--- config.mk ---
export PLATFORM = sky130hd
export DESIGN_NAME = sbpm_band_update
export DESIGN_NICKNAME = d
export VERILOG_FILES = /design/src/sbpm_pkg.sv /design/src/sbpm_band_update.sv
export SDC_FILE = /design/constraint.sdc
export NUM_CORES = 1
export LEC_CHECK = 0
export ABC_AREA = 1
export BUFFER_PORTS_ARGS = -buffer_cell sky130_fd_sc_hd__buf_4
export CORE_MARGIN = 2
export CORE_UTILIZATION = 55
export DETAILED_ROUTE_END_ITERATION = 12
export PLACE_DENSITY = 0.81
export SYNTH_ARGS = -nofsm -noshare
export SYNTH_HDL_FRONTEND = slang
export SYNTH_SLANG_ARGS = --single-unit
--- constraint.sdc ---
create_clock -name vclk -period 7.67
set_input_delay 0.3835 -clock vclk [all_inputs]
set_output_delay 0.3835 -clock vclk [all_outputs]
set_load 0.02 [all_outputs]
--- src/sbpm_pkg.sv ---
package sbpm_pkg;

    localparam int BANDS = 64;
    localparam int IDX_W = $clog2(BANDS);

    localparam int Q_W   = 20;
    localparam int LC_W  = 26;
    localparam int CFG_IDX_W  = 3;
    localparam int CFG_DATA_W = 16;

    localparam logic [14:0] LOG10_2_Q16 = 15'd19728;

    localparam logic [CFG_IDX_W-1:0] CFG_HEIGHT_LIMIT     = 3'd0;
    localparam logic [CFG_IDX_W-1:0] CFG_LOG_SCALE        = 3'd1;
    localparam logic [CFG_IDX_W-1:0] CFG_BAR_FALL_STEP    = 3'd2;
    localparam logic [CFG_IDX_W-1:0] CFG_PEAK_FALL_GROWTH = 3'd3;
    localparam logic [CFG_IDX_W-1:0] CFG_PEAK_FALL_START  = 3'd4;

    localparam logic [7:0] LOG2_FRAC [32] = '{
        8'd0,   8'd11,  8'd22,  8'd33,  8'd44,  8'd54,  8'd63,  8'd73,
        8'd82,  8'd92,  8'd100, 8'd109, 8'd118, 8'd126, 8'd134, 8'd142,
        8'd150, 8'd157, 8'd165, 8'd172, 8'd179, 8'd186, 8'd193, 8'd200,
        8'd207, 8'd213, 8'd220, 8'd226, 8'd232, 8'd238, 8'd244, 8'd250
    };

    typedef struct packed {
        logic [5:0]  band;
        logic [15:0] magnitude;
    } t_in;

    typedef struct packed {
        logic [5:0] band_out;
        logic [9:0] bar_level;
        logic [9:0] peak_level;
    } t_out;

    typedef struct packed {
        logic [9:0]  height_limit;
        logic [15:0] log_scale;
        logic [15:0] bar_fall_step;
        logic [11:0] peak_fall_growth;
        logic [15:0] peak_fall_start;
    } t_cfg;

    typedef struct packed {
        logic [Q_W-1:0] bar;
        logic [Q_W-1:0] peak;
        logic [Q_W-1:0] speed;
    } t_band_state;

    // position of the leading one; zero input gives zero
    function automatic logic [3:0] lead_one(input logic [15:0] v);
        logic [3:0] p;
        p = 4'd0;
        for (int k = 1; k < 16; k++) begin
            if (v[k]) begin
                p = 4'(k);
            end
        end
        return p;
    endfunction

endpackage

--- src/sbpm_band_update.sv ---
module sbpm_band_update (
    input  sbpm_pkg::t_band_state   i_state,
    input  logic [sbpm_pkg::Q_W-1:0] i_height,
    input  sbpm_pkg::t_cfg          i_cfg,
    output sbpm_pkg::t_band_state   o_state
);

    logic [sbpm_pkg::Q_W-1:0] step;
    logic [sbpm_pkg::Q_W-1:0] bar_n;
    logic [sbpm_pkg::Q_W-1:0] peak_dec;
    logic [31:0]              grown;
    logic [21:0]              grown_sh;
    logic [sbpm_pkg::Q_W-1:0] speed_grown;
    logic                     lift;
    logic                     new_peak;
    logic                     fall;

    assign step     = sbpm_pkg::Q_W'(i_cfg.bar_fall_step);
    assign lift     = i_height > i_state.bar;
    assign new_peak = lift && (i_height > i_state.peak);
    assign fall     = !new_peak && (i_state.peak != '0);

    assign bar_n = lift ? i_height :
                   (i_state.bar > step) ? i_state.bar - step : '0;

    assign peak_dec = (i_state.peak > i_state.speed) ? i_state.peak - i_state.speed : '0;

    assign grown       = 32'(i_state.speed) * 32'(i_cfg.peak_fall_growth);
    assign grown_sh    = grown[31:10];
    // saturate the grown speed at full scale
    assign speed_grown = (grown_sh[21:20] != 2'b00) ? '1 : grown_sh[19:0];

    always_comb begin
        o_state.bar   = bar_n;
        o_state.peak  = i_state.peak;
        o_state.speed = i_state.speed;
        if (new_peak) begin
            o_state.peak  = i_height;
            o_state.speed = sbpm_pkg::Q_W'(i_cfg.peak_fall_start);
        end else if (fall) begin
            o_state.peak  = (peak_dec < bar_n) ? bar_n : peak_dec;
            o_state.speed = speed_grown;
        end
    end

endmodule

==> qor.yml, run 1 <==
worst_setup_path:
  cp.required_ns: 7.29
  path_cells: "buf_4 > nand2_1 > fa_1 > inv_1 > fa_1 > fa_1 > fa_1 > inv_1 > fa_1 > inv_1 > ha_1 > nand2_1 > nor2_1 > nand4_1 > o21ai_4 > nand4_1 > nand2_2 > xor2_4 > nand3_1 > nor2_1 > nor2_1 > buf_4"
  path_buf_inv: 5
  slowest_stage: "fa_1"
  critical_path.top_delay_family: "adder cells"
  crit_path_max_fanout: 20
  crit_top_cell: "fa_1"
  crit_path_end_kind: "output pin"
  critPathLaunchType: "input pin"
  path_class: "in -> out"
  cp.arrival_ns: 6.14
  slowest_delay_ns: 0.55
finish:
  seqCellArea_sq_um: 0
  n_sequential_cell: 0
  n_clock_buffer: 0
  drive_above_1_share: 0.1005
  fin_area_sq_um: 14230
  diodes: 0
  syn_to_final_growth_pct: 11.58
  nNetsFinal: 2583
global_routing:
  antenna_found_initial: 0
  grt-ovfl-total: 0
  grt_pass1_wl_mm: 63.96
  first_global_vias: 13170
  grt_usage: 0.3266
  grt_max_degree: 55
synthesis:
  synth_area_per_cell_sq_um: 6.484
  muxShareOfSynthArea: 0
  synth-xor-area-share: 0.02825
  syn-cell-area_sq_um: 12750
  synth.most_common_cell: "nand2_1"
  synth_compound_area_frac: 0.09526
  seq_area_frac_synth: 0
  synth_top_area_cell: "fa_1"
  synth_top_family_by_area: "adder cells"
  ys_warn_count: 0
  synth_fp_nets: 2459
  synth_cells: 1967
  yosys.area_share.simple: 0.2692
  synth_area_leaders: "fa_1 (28%), nand2_1 (17%), ha_1 (16%)"
  synth_cell_type_count: 51
  synth_top_cell_area_share: 0.2841
  synth_fa_ha_area_frac: 0.4421
  synth_common_cells: "nand2_1 (564), inv_1 (484), fa_1 (181)"
die:
  io_pins: 210
  die_area_sq_um: 24420
  die_h_um: 156.3
  rows: 55
  die_w_um: 156.3
  coreArea_sq_um: 22710
  start_util: 0.5616
clock_tree:
  post_cts_buffers: 0
  postCtsHoldBufs: 0
  cts-resized-gates: 0
routing:
  drtIter0Drc: 885
  drc: 0
  num_vias: 13070
  via_per_inst: 5.506
  ant_nets: 0
  finalWirelength_mm: 39.26
  routedWlPerCell_um: 16.54
  drt-pass1-iter-count: 7
power:
  power.leakage_nw: 8.565
  p_int_w: 0.002115
  power.share.combinational: 1.000
  p_switching_w: 0.003461
  ir_drop_uv: 769.6
  power_density_nw_per_um2: 391.8
  power.share.switching: 0.6207
  seqPwrFrac: 0
  power.share.clock: 0
worst_hold_path:
  min_path_type: "in -> out"
  min_from: "i_cfg[14]"
  holdPathEnd: "o_state[14]"
  holdPathStages: 4
placement:
  io_buffers: 184
  dpl_cell_area_sq_um: 14230
  place_congestion: 0.9755
  dp_hpwl_mm: 33.16
sta:
  drv_slew: 0
  relSlewSlack: 0.1803
  min_period_ns: 6.520
  finalCritPeriodShare: 0.8501
  setup_tns_ns: 0
  hold_viol: 0
  max_freq_mhz: 153.4
  rsz0062_at_grt: "no"
  tightestPinTransition_ns: 1.228
  setup_viol: 0
status:
  status: "finished, final reports clean"
job:
  cap_violations: 0
-- power groups by stage --
stage	Combinational (W)	Clock, W	Sequential [W]
2_1_floorplan	0.00386	0	0
3_3_place_gp	0.00540	0	0
3_5_place_dp	0.00549	0	0
5_1_grt	0.00624	0	0
4_1_cts	0.00553	0	0
6_report	0.00558	0	0
-- stage by stage --
step           setup WS (ns)  cells  power [W]  hold WS, ns  utilization
6_report               1.150   2374   0.005576        1.065       0.6266
5_1_grt               0.8957   2374   0.006237        1.081       0.6266
4_1_cts                1.260   2374   0.005527        1.066       0.6266
3_5_place_dp           1.274   2374   0.005489        1.065       0.6266
3_3_place_gp           1.344   2374   0.005403        1.064       0.6266
2_1_floorplan          1.976   1967   0.003860       0.9274            -
-- kinds of logic after synthesis --
logic type | after synthesis
simple gates | 827
buf+inv | 551
xor+xnor | 39
compound gates | 208
fa+ha+maj | 342
-- metal layers --
metal / global-route usage / vias to the layer above / wire [um]
li1: - / 6225 / -
met1: 0.4355 / 6153 / 16070
met2: 0.5546 / 595 / 18350
met3: 0.03794 / 99 / 3459
met4: 0.1062 / 0 / 1384
met5: 0 / - / 0
-- worst max-delay path by stage --
stage | start | end | slack, ns | cells past startpoint
floorplan | i_state[5] | o_state[7] | 1.98 | 25
global placement | i_cfg[27] | o_state[19] | 1.34 | 22
detailed placement | i_cfg[24] | o_state[18] | 1.27 | 22
CTS | i_cfg[24] | o_state[18] | 1.26 | 22
global route | i_cfg[24] | o_state[17] | 0.90 | 22
finish | i_cfg[24] | o_state[18] | 1.15 | 22
-- area by class of cell --
type,instances,area (sq um)
tap,285,356.6
inverter,487,1831
timing repair buffer,186,1396
multi-input combinational,1416,10650
fill,2172,8479
-- layout by cell type (no fill, tap or decap), types with 5 or more instances in the layout --
cell type | Yosys | layout
nand2_1 | 564 | 564
inv_1 | 484 | 484
buf_4 | 3 | 186
fa_1 | 181 | 181
ha_1 | 161 | 161
a21oi_1 | 108 | 108
nor2_1 | 92 | 92
nand3_1 | 82 | 82
nand4_1 | 39 | 39
o21ai_0 | 38 | 38
xor2_1 | 20 | 20
xnor2_1 | 18 | 18
nor3_1 | 15 | 15
o21a_1 | 15 | 15
nor4_1 | 8 | 8
o21bai_1 | 7 | 7
a31oi_1 | 7 | 7
nand2_2 | 6 | 6
a21o_1 | 5 | 5
or2_2 | 5 | 5
nand3b_1 | 5 | 5
Note: power is estimated with default switching activity, not from simulation.
==> run 2, diff against run 1 <==
==> constraint.sdc (replaced) <==
create_clock -name vclk -period 7.67
set_input_delay 1.534 -clock vclk [all_inputs]
set_output_delay 1.534 -clock vclk [all_outputs]
set_load 0.02 [all_outputs]
==> qor.yml, run 2 (same netlist as run 1, synthesis figures left out) <==
die:
  coreArea_sq_um: 22710  # unchanged
  io_pins: 210  # unchanged
  die_area_sq_um: 24420  # unchanged
  rows: 55  # unchanged
  start_util: 0.5616  # unchanged
  die_h_um: 156.3  # unchanged
  die_w_um: 156.3  # unchanged
routing:
  finalWirelength_mm: 46.14  # +18%
  drtIter0Drc: 1520  # +72%
  drc: 0  # unchanged
  via_per_inst: 5.667  # +2.9%
  drt-pass1-iter-count: 6  # -1
  routedWlPerCell_um: 18.24  # +10%
  num_vias: 14340  # +9.7%
  ant_nets: 0  # unchanged
sta:
  rsz0062_at_grt: "yes"
  tightestPinTransition_ns: 0.6172  # -0.6110 ns
  finalWorstSetupSlack_ns: -0.5930  # -1.743 ns
  setup_viol: 20  # +20
  relSlewSlack: 0.5885  # +0.4082
  drv_slew: 0  # unchanged
  min_period_ns: 8.263  # +1.743 ns
  hold_viol: 0  # unchanged
  max_freq_mhz: 121.0  # -21%
  finalCritPeriodShare: 1.077  # +0.2273
finish:
  fillers: 1691  # -22%
  nNetsFinal: 2738  # +6.0%
  n_sequential_cell: 0  # unchanged
  final_common_cell: "nand2_1"
  n_clock_buffer: 0  # unchanged
  syn_to_final_growth_pct: 30.20
  final_cell_mix: "nand2_1 (490), inv_1 (457), buf_4 (277)"
  drive_above_1_share: 0.2393  # +0.1388
  final_util: 0.7312  # +0.1046
  fin_area_sq_um: 16600  # +17%
  seqCellArea_sq_um: 0  # unchanged
worst_hold_path:
  min_from: "i_cfg[2]"
  holdPathStages: 4  # unchanged
  holdPathEnd: "o_state[2]"
  min_path_type: "in -> out"
placement:
  dp_hpwl_mm: 35.11  # +5.9%
  dpl_cell_area_sq_um: 15410  # +8.3%
  place_congestion: 1.003  # +2.8%
  io_buffers: 184  # unchanged
global_routing:
  antenna_found_initial: 1  # +1
  first_global_vias: 14140  # +7.4%
  grt_max_degree: 55  # unchanged
  grt_usage: 0.3523  # +0.02569
  grt-ovfl-total: 0  # unchanged
  grt_pass1_wl_mm: 68.86  # +7.7%
worst_setup_path:
  cp.required_ns: 6.14  # -1.15 ns
  critPathLaunchType: "input pin"
  crit_path_end_kind: "output pin"
  cp.arrival_ns: 6.73  # +0.59 ns
  path_class: "in -> out"
  crit_path_max_fanout: 16  # -20%
status:
  status: "finished with violations"
  violations: "setup timing"
clock_tree:
  postCtsHoldBufs: 0  # unchanged
job:
  cap_violations: 0  # unchanged
==> run 2: routing by layer <==
layer | share of wire | track usage
met1 | 0.38 | 0.4543
met2 | 0.46 | 0.5970
met3 | 0.10 | 0.05483
met4 | 0.057 | 0.1332
met5 | 0 | 0
==> run 2: timing repair <==
action	4_1_cts	5_1_grt
gates resized for setup	194	67
setup buffers	9	4
pin swaps	61	32
gates cloned	4	4
setup endpoints to repair	20	20
==> run 2: worst max-delay path by stage <==
stage                     cells past startpoint          end         from
after detailed placement                     23   o_state[9]    i_cfg[19]
final                                        25   o_state[0]    i_cfg[20]
after global placement                       23   o_state[9]    i_cfg[19]
after floorplan                              22  o_state[12]  i_state[10]
after global routing                         25  o_state[10]    i_cfg[20]
after CTS                                    25  o_state[11]    i_cfg[24]
==> run 2: cell type report <==
type                            instances  area [sq um]  area share
Inverter                              487          1831      0.1102
Antenna cell                            1         2.502   0.0001507
Multi-Input combinational cell       1416         11360      0.6839
Tap cell                              285         356.6     0.02148
Timing Repair Buffer                  341          3059      0.1842
==> run 2: critical path: stages <==
cell	delay [ns]
buf_12	0.14
nand2_1	0.11
fa_1	0.58
fa_1	0.59
inv_1	0.08
fa_2	0.49
fa_1	0.50
inv_1	0.05
fa_1	0.49
inv_1	0.07
ha_4	0.27
a21oi_4	0.13
o21a_1	0.19
o21ai_2	0.09
a21oi_2	0.18
o21ai_4	0.11
and2_4	0.16
nor2_1	0.09
nand2_1	0.10
nand2_4	0.18
buf_12	0.15
nand4_1	0.10
nand2_1	0.13
nand2_1	0.07
buf_6	0.13
==> run 2: per-stage QoR <==
| step | cells | TNS [ns] | hold slack [ns] | worst slack [ns] |
|---|---|---|---|---|
| CTS | 2521 | -4.660 | 3.359 | -0.2849 |
| detailed placement | 2508 | -9.921 | 3.364 | -0.5506 |
| finish | 2530 | -10.35 | 3.359 | -0.5930 |
| global route | 2529 | -11.62 | 3.368 | -0.6759 |
| global placement | 2508 | -9.276 | 3.364 | -0.5067 |
| floorplan | 1967 | 0 | 3.212 | 0.0006346 |
==> run 3, diff against run 2 <==
SKIP_LAST_GASP = 1   (was not set)
==> qor.yml, run 3 (same netlist as run 1, synthesis figures left out) <==
worst_setup_path:
  critical_path.top_delay_family: "adder cells"
  cp_num_cells: 26  # +4.0%
  cp.required_ns: 6.14  # about the same
  crit_top_cell: "fa_1"
  path_buf_inv: 7  # +1
  crit_path_max_fanout: 8  # -8
  slowest_stage: "fa_1"
  crit_path_end_kind: "output pin"
  crit_end: "o_state[0]"
  path_class: "in -> out"
  slowest_delay_ns: 0.56  # -0.03 ns
  critPathLaunchType: "input pin"
  cp.arrival_ns: 6.62  # -0.11 ns
  critPathLaunch: "i_state[5]"
routing:
  routedWlPerCell_um: 17.48  # -4.2%
  num_vias: 14010  # -2.3%
  drtIter0Drc: 1362  # -10%
  finalWirelength_mm: 44.11  # -4.4%
  ant_nets: 0  # unchanged
  drc: 0  # unchanged
  drt-pass1-iter-count: 5  # -1
  via_per_inst: 5.549  # -2.1%
sta:
  rsz0062_at_grt: "yes"
  finalCritPeriodShare: 1.063  # -0.01402
  max_freq_mhz: 122.6  # +1.3%
  min_period_ns: 8.155  # -0.1076 ns
  setup_viol: 20  # unchanged
  relSlewSlack: 0.5858  # -0.002759
  finalWorstSetupSlack_ns: -0.4854  # +0.1076 ns
  drv_slew: 0  # unchanged
  tightestPinTransition_ns: 0.6213  # +0.004138 ns
  hold_viol: 0  # unchanged
  whs_ns: 3.363  # +0.004280 ns
die:
  start_util: 0.5616  # unchanged
  die_w_um: 156.3  # unchanged
  rows: 55  # unchanged
  io_pins: 210  # unchanged
  coreArea_sq_um: 22710  # unchanged
  die_h_um: 156.3  # unchanged
  die_area_sq_um: 24420  # unchanged
global_routing:
  grt_usage: 0.3505  # -0.001783
  grt_pass1_wl_mm: 68.66  # -0.28%
  first_global_vias: 14040  # -0.71%
  grt_max_degree: 55  # unchanged
  grt-ovfl-total: 0  # unchanged
  antenna_found_initial: 0  # -1
placement:
  io_buffers: 184  # unchanged
  place_inst: 2508  # unchanged
  dpl_cell_area_sq_um: 15410  # unchanged
  dp_hpwl_mm: 35.11  # unchanged
  place_congestion: 1.003  # unchanged
job:
  cap_violations: 0  # unchanged
power:
  power_density_nw_per_um2: 516.2
  power.leakage_nw: 9.487
  ir_drop_uv: 544.0
finish:
  seqCellArea_sq_um: 0  # unchanged
  syn_to_final_growth_pct: 28.40
  drive_above_1_share: 0.2238  # -0.01554
  diodes: 0  # -1
  n_clock_buffer: 0  # unchanged
  fin_cells: 2524  # -0.24%
  final_cell_mix: "nand2_1 (502), inv_1 (466), buf_4 (277)"
  n_sequential_cell: 0  # unchanged
  fin_area_sq_um: 16380  # -1.4%
  nNetsFinal: 2733  # -0.18%
  final_common_cell: "nand2_1"
status:
  status: "finished with violations"
  violations: "setup timing"
clock_tree:
  postCtsHoldBufs: 0  # unchanged
worst_hold_path:
  min_path_type: "in -> out"
-- run 3: cell count changes in the layout (fill, tap and decap cells not counted), moves of 3 or more --
cell,change
fa_1,+3
fa_2,-3
inv_1,+9
inv_2,-9
nand2_1,+12
nand2_2,-8
nand2_4,-4
-- run 3: how the worst min path moves through the flow --
| stage | cells past startpoint | to | from |
|---|---|---|---|
| floorplan | 2 | o_state[12] | i_cfg[12] |
| global placement | 4 | o_state[1] | i_cfg[1] |
| detailed placement | 4 | o_state[1] | i_cfg[1] |
| CTS | 4 | o_state[11] | i_cfg[11] |
| global route | 4 | o_state[11] | i_cfg[11] |
| finish | 4 | o_state[9] | i_cfg[9] |
-- run 3: area by class of cell --
cell class / count / area, sq um
repair buffers: 336 / 2959
well taps: 285 / 356.6
inverters: 487 / 1831
multi-input cells: 1416 / 11230
fillers: 1756 / 6334
-- run 3: through the flow --
| step | setup slack (ns) | util | power [W] | setup TNS [ns] |
|---|---|---|---|---|
| 2_1_floorplan | 0.0006346 | - | 0.004184 | 0 |
| 3_3_place_gp | -0.5067 | 0.6784 | 0.006827 | -9.276 |
| 3_5_place_dp | -0.5506 | 0.6784 | 0.006934 | -9.921 |
| 4_1_cts | -0.3001 | 0.7126 | 0.007906 | -4.777 |
| 5_1_grt | -0.6541 | 0.7211 | 0.009108 | -11.58 |
| 6_report | -0.4854 | 0.7211 | 0.008453 | -8.436 |
-- run 3: repair_timing --
action                     CTS  global route
gates resized for setup    183            33
cloned                       4             2
pin swaps                   59            30
setup endpoints to repair   20            20
buffers inserted             9             1
-- run 3: tightest hold or removal path, cell delays in order --
cell,delay (ns)
buf_4,0.07
nand2_1,0.05
nand2_2,0.06
buf_6,0.11
-- run 3: metal layers --
metal / wire length, um / GRT usage / vias to the layer above
met5: 0 / 0 / -
met4: 1904 / 0.1206 / 0
met3: 4275 / 0.03849 / 149
met2: 20930 / 0.5970 / 740
met1: 16990 / 0.4645 / 6578
li1: - / - / 6538
-- run 3: power by group --
part | internal [W] | switching (W) | leakage (nW)
sequential | 0 | 0 | 0
clock | 0 | 0 | 0
combinational | 0.00398 | 0.00447 | 9.49
